$ cat src/rtl/gslt_pkg.sv
// Package: shared types and constants of the serial gamepad port
package gslt_pkg;

  localparam int unsigned ButtonCount = 8;
  localparam int unsigned PatternW    = 64;
  localparam int unsigned CfgIdxW     = 2;
  localparam int unsigned CfgDataW    = 64;

  localparam int unsigned LatchBit = 0;
  localparam int unsigned BitRight = 0;
  localparam int unsigned BitLeft  = 1;
  localparam int unsigned BitDown  = 2;
  localparam int unsigned BitUp    = 3;
  localparam int unsigned BitMsb   = ButtonCount - 1;

  typedef enum logic [CfgIdxW-1:0] {
    CFG_DPAD_FILTER   = 2'd0,
    CFG_TURBO_PATTERN = 2'd1
  } gslt_cfg_idx_e;

  typedef enum logic {
    OP_READ  = 1'b0,
    OP_WRITE = 1'b1
  } gslt_op_e;

  typedef struct packed {
    gslt_op_e               opcode;
    logic [7:0]             write_value;
    logic [ButtonCount-1:0] normal_pressed;
    logic [ButtonCount-1:0] turbo_pressed;
  } gslt_req_t;

  typedef struct packed {
    logic read_bit;
  } gslt_rsp_t;

  typedef struct packed {
    logic latch;
    logic shift;
    logic filter_en;
  } gslt_merge_ctrl_t;

endpackage

$ cat src/rtl/gslt_stream_if.sv
// Interface: valid/ready stream channel with a typed payload
interface gslt_stream_if #(
  parameter type T = logic
);
  logic valid;
  logic ready;
  T     data;

  modport source (output valid, output data, input ready);
  modport sink (input valid, input data, output ready);
endinterface

$ cat src/rtl/gslt_lane.sv
// Button lane: resolves one button from normal and turbo state with its own pattern rotor
module gslt_lane
  import gslt_pkg::*;
(
  input  logic                clk_i,
  input  logic                rst_ni,
  input  logic                latch_i,
  input  logic [PatternW-1:0] pattern_i,
  input  logic                normal_i,
  input  logic                turbo_i,
  output logic                value_o
);

  logic [PatternW-1:0] rotor_q, rotor_d, rotor_src;
  logic                phys_q, phys_d;

  assign rotor_src = phys_q ? rotor_q : pattern_i;

  always_comb begin
    rotor_d = rotor_q;
    phys_d  = phys_q;
    value_o = 1'b0;
    if (turbo_i) begin
      value_o = rotor_src[0];
      if (latch_i) begin
        rotor_d = {rotor_src[0], rotor_src[PatternW-1:1]};
        phys_d  = 1'b1;
      end
    end else if (normal_i) begin
      value_o = 1'b1;
      if (latch_i) begin
        phys_d = 1'b1;
      end
    end else if (latch_i) begin
      phys_d = 1'b0;
    end
  end

  always_ff @(posedge clk_i or negedge rst_ni) begin
    if (!rst_ni) begin
      rotor_q <= '0;
      phys_q  <= 1'b0;
    end else begin
      rotor_q <= rotor_d;
      phys_q  <= phys_d;
    end
  end

endmodule

$ cat src/rtl/gslt_merge.sv
// Merge stage: d-pad filter over the lane results, status shift register and last report
module gslt_merge
  import gslt_pkg::*;
(
  input  logic                   clk_i,
  input  logic                   rst_ni,
  input  gslt_merge_ctrl_t       ctrl_i,
  input  logic [ButtonCount-1:0] raw_i,
  output logic                   msb_o
);

  logic [ButtonCount-1:0] shift_q, shift_d;
  logic [ButtonCount-1:0] report_q, report_d;
  logic [ButtonCount-1:0] filtered;
  logic [1:0]             lr, ud;

  function automatic logic [1:0] filter_pair(logic a, logic c, logic pa, logic pc);
    logic [1:0] res;
    res = {a, c};
    if (!pa && a) begin
      res = {1'b1, 1'b0};
    end else if (!pc && c) begin
      res = {1'b0, 1'b1};
    end else if (a && c) begin
      res = 2'b00;
    end
    return res;
  endfunction

  assign lr = filter_pair(raw_i[BitLeft], raw_i[BitRight], report_q[BitLeft],
                          report_q[BitRight]);
  assign ud = filter_pair(raw_i[BitUp], raw_i[BitDown], report_q[BitUp], report_q[BitDown]);

  always_comb begin
    filtered = raw_i;
    if (ctrl_i.filter_en) begin
      filtered[BitLeft]  = lr[1];
      filtered[BitRight] = lr[0];
      filtered[BitUp]    = ud[1];
      filtered[BitDown]  = ud[0];
    end
  end

  always_comb begin
    shift_d  = shift_q;
    report_d = report_q;
    if (ctrl_i.latch) begin
      shift_d  = filtered;
      report_d = filtered;
    end else if (ctrl_i.shift) begin
      shift_d = {shift_q[ButtonCount-2:0], 1'b0};
    end
  end

  assign msb_o = shift_q[BitMsb];

  always_ff @(posedge clk_i or negedge rst_ni) begin
    if (!rst_ni) begin
      shift_q  <= '0;
      report_q <= '0;
    end else begin
      shift_q  <= shift_d;
      report_q <= report_d;
    end
  end

endmodule

$ cat src/rtl/gamepad_serial_latch_turbo.sv
// Top level: serial gamepad port with turbo lanes, d-pad filter and skid-buffered output
// Accepted results are registered in the output register, or in the skid when it stalls.
// Throughput: one access per cycle while the skid is empty; eight lanes latch in parallel.
// A two-entry output buffer (register plus skid) keeps input ready until the skid is full.
// Reset (asynchronous, active low) clears registers, shift state, lane rotors and empties buffers.
module gamepad_serial_latch_turbo
  import gslt_pkg::*;
(
  input  logic                clk_i,
  input  logic                rst_ni,
  input  logic                cfg_we_i,
  input  logic [CfgIdxW-1:0]  cfg_idx_i,
  input  logic [CfgDataW-1:0] cfg_wdata_i,
  gslt_stream_if.sink         req_if,
  gslt_stream_if.source       rsp_if
);

  logic                   filter_en_q;
  logic [PatternW-1:0]    pattern_q;
  logic                   acc;
  logic                   take;
  logic                   latch;
  logic [ButtonCount-1:0] raw;
  logic                   msb;
  gslt_merge_ctrl_t       mctrl;
  gslt_rsp_t              new_rsp;
  gslt_rsp_t              out_q, out_d, skid_q, skid_d;
  logic                   out_v_q, out_v_d, skid_v_q, skid_v_d;

  always_ff @(posedge clk_i or negedge rst_ni) begin
    if (!rst_ni) begin
      filter_en_q <= 1'b0;
      pattern_q   <= '0;
    end else if (cfg_we_i) begin
      case (cfg_idx_i)
        CFG_DPAD_FILTER:   filter_en_q <= cfg_wdata_i[0];
        CFG_TURBO_PATTERN: pattern_q   <= cfg_wdata_i[PatternW-1:0];
        default: ;
      endcase
    end
  end

  assign req_if.ready = !skid_v_q;
  assign acc          = req_if.valid && !skid_v_q;
  assign take         = out_v_q && rsp_if.ready;
  assign latch        = acc && (req_if.data.opcode == OP_WRITE) &&
                        req_if.data.write_value[LatchBit];

  for (genvar g = 0; g < ButtonCount; g++) begin : g_lane
    gslt_lane u_lane (
      .clk_i    (clk_i),
      .rst_ni   (rst_ni),
      .latch_i  (latch),
      .pattern_i(pattern_q),
      .normal_i (req_if.data.normal_pressed[g]),
      .turbo_i  (req_if.data.turbo_pressed[g]),
      .value_o  (raw[g])
    );
  end

  assign mctrl.latch     = latch;
  assign mctrl.shift     = acc && (req_if.data.opcode == OP_READ);
  assign mctrl.filter_en = filter_en_q;

  gslt_merge u_merge (
    .clk_i (clk_i),
    .rst_ni(rst_ni),
    .ctrl_i(mctrl),
    .raw_i (raw),
    .msb_o (msb)
  );

  assign new_rsp.read_bit = (req_if.data.opcode == OP_READ) ? msb : 1'b0;

  always_comb begin
    out_d    = out_q;
    out_v_d  = out_v_q;
    skid_d   = skid_q;
    skid_v_d = skid_v_q;
    if (!out_v_q || take) begin
      if (skid_v_q) begin
        out_d    = skid_q;
        out_v_d  = 1'b1;
        skid_v_d = 1'b0;
      end else begin
        out_d   = new_rsp;
        out_v_d = acc;
      end
    end else if (acc) begin
      skid_d   = new_rsp;
      skid_v_d = 1'b1;
    end
  end

  always_ff @(posedge clk_i or negedge rst_ni) begin
    if (!rst_ni) begin
      out_v_q  <= 1'b0;
      skid_v_q <= 1'b0;
    end else begin
      out_v_q  <= out_v_d;
      skid_v_q <= skid_v_d;
    end
  end

  always_ff @(posedge clk_i) begin
    out_q  <= out_d;
    skid_q <= skid_d;
  end

  assign rsp_if.valid = out_v_q;
  assign rsp_if.data  = out_q;

endmodule

$ cat src/flat_wrapper.sv
// flat-port wrapper written by rule: the top's interface ports become plain ports
module gamepad_serial_latch_turbo_flat import gslt_pkg::*;
  (clk_i, rst_ni, cfg_we_i, cfg_idx_i, cfg_wdata_i, req_if_valid, req_if_data, req_if_ready, rsp_if_valid, rsp_if_data, rsp_if_ready);
  gslt_stream_if #(.T(gslt_req_t)) req_if_i ();
  gslt_stream_if #(.T(gslt_rsp_t)) rsp_if_i ();
  input  logic clk_i;
  input  logic rst_ni;
  input  logic cfg_we_i;
  input  logic [CfgIdxW-1:0] cfg_idx_i;
  input  logic [CfgDataW-1:0] cfg_wdata_i;
  input wire logic [$bits(req_if_i.valid)-1:0] req_if_valid;
  input wire logic [$bits(req_if_i.data)-1:0] req_if_data;
  output wire logic [$bits(req_if_i.ready)-1:0] req_if_ready;
  output wire logic [$bits(rsp_if_i.valid)-1:0] rsp_if_valid;
  output wire logic [$bits(rsp_if_i.data)-1:0] rsp_if_data;
  input wire logic [$bits(rsp_if_i.ready)-1:0] rsp_if_ready;
  assign req_if_i.valid = req_if_valid;
  assign req_if_i.data = req_if_data;
  assign req_if_ready = req_if_i.ready;
  assign rsp_if_valid = rsp_if_i.valid;
  assign rsp_if_data = rsp_if_i.data;
  assign rsp_if_i.ready = rsp_if_ready;
  gamepad_serial_latch_turbo u_core (.clk_i(clk_i), .rst_ni(rst_ni), .cfg_we_i(cfg_we_i), .cfg_idx_i(cfg_idx_i), .cfg_wdata_i(cfg_wdata_i), .req_if(req_if_i), .rsp_if(rsp_if_i));
endmodule
$ cat config.mk
export PLATFORM = sky130hd
export DESIGN_NAME = gamepad_serial_latch_turbo_flat
export DESIGN_NICKNAME = d
export VERILOG_FILES = /design/src/rtl/gslt_pkg.sv /design/src/rtl/gslt_stream_if.sv /design/src/rtl/gslt_lane.sv /design/src/rtl/gslt_merge.sv /design/src/rtl/gamepad_serial_latch_turbo.sv /design/src/flat_wrapper.sv
export SDC_FILE = /design/constraint.sdc
export NUM_CORES = 1
export LEC_CHECK = 0
export BUFFER_PORTS_ARGS = -buffer_cell sky130_fd_sc_hd__buf_2
export CAP_MARGIN = 20
export CORE_ASPECT_RATIO = 1.75
export CORE_MARGIN = 10
export CORE_UTILIZATION = 35
export DETAILED_ROUTE_END_ITERATION = 10
export SLEW_MARGIN = 0
export SYNTH_ARGS = -nofsm -noshare
export SYNTH_HDL_FRONTEND = slang
export SYNTH_SLANG_ARGS = --single-unit
$ cat constraint.sdc
create_clock -name clk_i -period 2.03 [get_ports clk_i]
set_clock_uncertainty 0.05 [all_clocks]
set_input_delay 0.1015 -clock clk_i [delete_from_list [all_inputs] [get_ports clk_i]]
set_output_delay 0.1015 -clock clk_i [all_outputs]
set_load 0.005 [all_outputs]
==> run summary <==
The run finished with clean final reports. Via count of the first global-routing pass: 20,080. Synthesis instantiated 32 different standard cells from the library. Dividing the final minimum period by the clock period gives 98.17%. For this run, the detailed router's first-pass iteration total came to 8.

Multiplexer cells account for 19.18% of the synthesized area. The root buffer cell was sky130_fd_sc_hd__clkbuf_16. Measured against its own limit, the worst slew margin works out to 55.30%. The leakage power of the design was 14.31 nW. The logs give 739 for the initial DRC count and 0 for the final-report max-slew violation count. The number of sinks on the clock net is 601, and the post-synthesis adder-cell area fraction is 0%. The library cell used most frequently in the layout, excluding fill and tap cells, is sky130_fd_sc_hd__dfrtp_1. The net switching power of the design is 13.30 mW. The transition time of the tightest slew-check pin is 0.6705 ns. The signal on the critical path passes through dlygate4sd3_1 -> buf_2 -> nor2_1 -> dlygate4sd3_1 -> nor2_1 -> a21oi_1 -> dlygate4sd3_1 -> a21oi_1. The largest total area in the synthesized netlist belongs to sky130_fd_sc_hd__dfrtp_1.

The run gives 0.09993 sq mm as the die area. The critical path startpoint category is a primary input. The ratio of total power to cell area is 1165 mW/mm^2, and the via-per-instance ratio is 4.779. The maximum frequency from static timing analysis was 501.8 MHz; the total routing usage reported by global routing was 12.96%. Once detail routing completed, the nets flagged for antenna violations numbered 0. The number of nets in the synthesized netlist is 2,642.

Post-place instance area: 0.03173 sq mm. Summing the areas of all compound-gate instances in the mapped netlist gives 13.89% of the synthesized area. In this run the vertical extent of the chip is 410.7 um. The logs give 0.0007808 V for the peak supply drop and 0 for the count of max-cap constraint violations.

The first global-routing pass estimated 106,700 um of wire. At the worst endpoint, the required time is 2.46 ns. Number of buffers added on ports: 91. The logs give 0 for the final count of hold timing violations and 3 for the clock tree buffer depth. The internal power of the cells totals 26.96 mW.

Counting cells, the worst reg-to-reg path comes to 6. The library cells used most frequently in the layout, excluding fill and tap cells, are sky130_fd_sc_hd__dfrtp_1, sky130_fd_sc_hd__mux2i_1, sky130_fd_sc_hd__a21oi_2, sky130_fd_sc_hd__nor2_2, sky130_fd_sc_hd__nor2_1. The total inserted antenna cells was 0; the placer congestion estimate was 0.7625. The maximum fanout encountered on the critical timing path was 3. The area share of the largest cell type after synthesis is 49.09%.

The routed design could run at a clock period as short as 1.993 ns. A synthesized cell averages 11.99 sq um. The number of antenna violations at the first check in global routing was 0. The worst setup path is captured at a flop. Counting flops and latches in the post-synthesis netlist gives 601. For this design, the slowest cell found on the critical path is sky130_fd_sc_hd__dlygate4sd3_1. Total number of nets in the final design: 2,759. By area the synthesized netlist is led by sky130_fd_sc_hd__dfrtp_1, sky130_fd_sc_hd__mux2i_1, sky130_fd_sc_hd__a21oi_2. The critical path runs through a total of 8 cells. The final layout contains routed wiring with a total length of 65,370 um. The number of buffers and inverters on the critical path is 4. Final hold analysis gives a worst-case slack of 0.05314 ns. The synthesized netlist devotes 10.57% of its cell area to simple gates.

Setup repair after global routing could not meet its margin everywhere. The worst endpoint data arrival time is 2.42 ns, and the number of warnings reported in the yosys synthesis log is 0. The dominant combinational cell family by area after synthesis was multiplexers. The type of the setup path with the least slack was primary input to flop. In this run, CTS created clock tree buffers numbering 55. Sequential elements use 49.28% of the synthesized area.

Once placement completed, the tool counted placed cells totaling 3,662. Among cell families on the critical path, the largest total delay comes from buffers and inverters. From left edge to right edge, the die measures 243.3 um. The via total after detailed routing is 18,474. After global routing the overflow that remains totals 0.

Initial standard-cell utilization of the core: 35.19%. The logs give 0.60 ns for the clock latency at the later pin of the worst-skew pair and 3,866 for the number of standard cells in the final layout excluding fillers. The stage delay of the slowest cell on the critical path works out to 0.61 ns. For the cell area after synthesis, the log shows 0.03054 sq mm.

Counting stages on the worst path, the most repeated cell is sky130_fd_sc_hd__dlygate4sd3_1. Worst min-delay path category: primary input to async pin. The layout-stage area growth over the synthesis result was 13.19%.

Ratio of cells with drive above 1 in the final layout: 42.90%. The wire-length estimate of the detail-placed layout is 45,510 um. The H-tree generated during clock tree synthesis spans 2 levels. The switching fraction of total power works out to 33.03%. After detailed routing, the average wire length per cell comes to 16.91 um.

The tools report the combinational share of power as 27.0%. For the top-level I/O count, the log shows 99. The synthesized-area fraction occupied by xor and xnor cells was 0%; the clock slew at the register clock pins of the worst setup and hold paths was 0.07 ns.

The cell row count came out at 143. The share of total power dissipated in sequential elements is 47.0%. The total DRC errors in the routed layout is 0.

Setup violations remaining at the end of the flow were counted as 0. The logs give 0.03456 sq mm for the post-route cell area and 8,279 for the number of fill cells in the layout. Of the total power, the clock network draws 26.0%. In the synthesized netlist, the number of instances is 2,546. Entering global routing, the biggest net connects 67 pins. Summed over all failing endpoints, the final setup total negative slack is 0 ns. TritonCTS built the clock tree.

The core region is 0.08678 sq mm.
## synthesized netlist by cell type, drive strengths merged
| cell type | n |
|---|---|
| dfrtp | 599 |
| nor2 | 535 |
| a21oi | 523 |
| mux2i | 512 |
| buf | 243 |
| mux2 | 65 |
| nand2 | 16 |
| and2 | 8 |
| o21ai | 8 |
| nor2b | 6 |
| a21o | 5 |
| inv | 5 |
| nand2b | 5 |
| a31oi | 3 |
| a211o | 2 |
| edfxtp | 2 |
| nand3b | 2 |
| a2111oi | 1 |
| a31o | 1 |
| and4b | 1 |
| clkbuf | 1 |
| nand4b | 1 |
| nor3b | 1 |
| o211ai | 1 |
## power by group through the flow
stage                     clock network (mW)  logic (mW)  registers, mW
final                                   10.5        10.9           18.9
after floorplan                            0        9.60           17.7
after detailed placement                   0        10.8           19.2
after global placement                     0        10.4           18.9
after CTS                               10.8        11.0           19.0
after global routing                    11.2        12.1           19.4
## worst paths after layout
| kind | from | to | slack, ns |
|---|---|---|---|
| max in group asynchronous | rst_ni | u_core.pattern_q[31] | 1.02 |
| worst max-delay path | req_if_data[4] | u_core.u_merge.shift_q[4] | 0.04 |
| worst min-delay path | rst_ni | u_core.g_lane[6].u_lane.rotor_q[44] | 0.05 |
| worst max register to register | u_core.pattern_q[0] | u_core.u_merge.shift_q[4] | 0.06 |
| worst min register to register | u_core.u_merge.report_q[0] | u_core.u_merge.report_q[0] | 0.44 |
| min in group clk_i | cfg_idx_i[0] | u_core.pattern_q[7] | 0.20 |
## per-stage QoR
step	util (%)	power (mW)	setup slack [ns]
after global routing	39.83	42.72	-0.002097
final	39.83	40.26	0.03718
after floorplan	-	27.26	0.5634
after CTS	39.77	40.84	0.02608
after detailed placement	36.56	30.02	0.2336
after global placement	36.56	29.36	0.2510
## logic make-up after synthesis
group	count (synthesis)
buffers and inverters	249
and+or+nand+nor	575
muxes	577
DFF	601
AOI/OAI and AO/OA	544
## per-layer routing
metal  global-route usage [%]  up-vias  wire (um)
li1                         -     8888          -
met1                    13.09     9286      23920
met2                    26.48      194      38200
met3                    1.278      106       1260
met4                    4.753        0       2000
met5                        0        -          0
## area by class of cell
type / instances / area [sq um] / area share, %
Clock buffer: 89 / 1707 / 4.938
Multi-Input combinational cell: 1696 / 13340 / 38.58
Clock inverter: 11 / 86.33 / 0.2498
Timing Repair Buffer: 304 / 2884 / 8.344
Inverter: 5 / 18.77 / 0.05430
Sequential cell: 601 / 15080 / 43.63
Tap cell: 1160 / 1451 / 4.199
## flip-flops by register name, summed over array words and instances (netlist names)
signal	flops
u_core.rsp_if.data	1
u_core.filter_en_q	1
u_core.g_lane.u_lane.phys_q	8
u_core.skid_q	1
u_core.u_merge.shift_q	8
u_core.pattern_q	64
u_core.rsp_if.valid	1
u_core.u_merge.report_q	4
u_core.g_lane.u_lane.rotor_q	512
u_core.skid_v_q	1
## what timing repair did
item	in CTS	in global routing
setup endpoints to repair	0	3
hold endpoints to repair	667	0
gates resized for setup	0	4
buffers inserted	0	3
hold buffers	99	0
## worst reg2reg max path: stages, from the launching register on
cell                            delay [ns]
sky130_fd_sc_hd__dfrtp_2              0.47
sky130_fd_sc_hd__buf_4                0.17
sky130_fd_sc_hd__mux2i_1              0.28
sky130_fd_sc_hd__nand2_1              0.10
sky130_fd_sc_hd__a21oi_1              0.14
sky130_fd_sc_hd__dlygate4sd3_1        0.58
sky130_fd_sc_hd__a21oi_1              0.07
(Power assumes the default switching activity.)
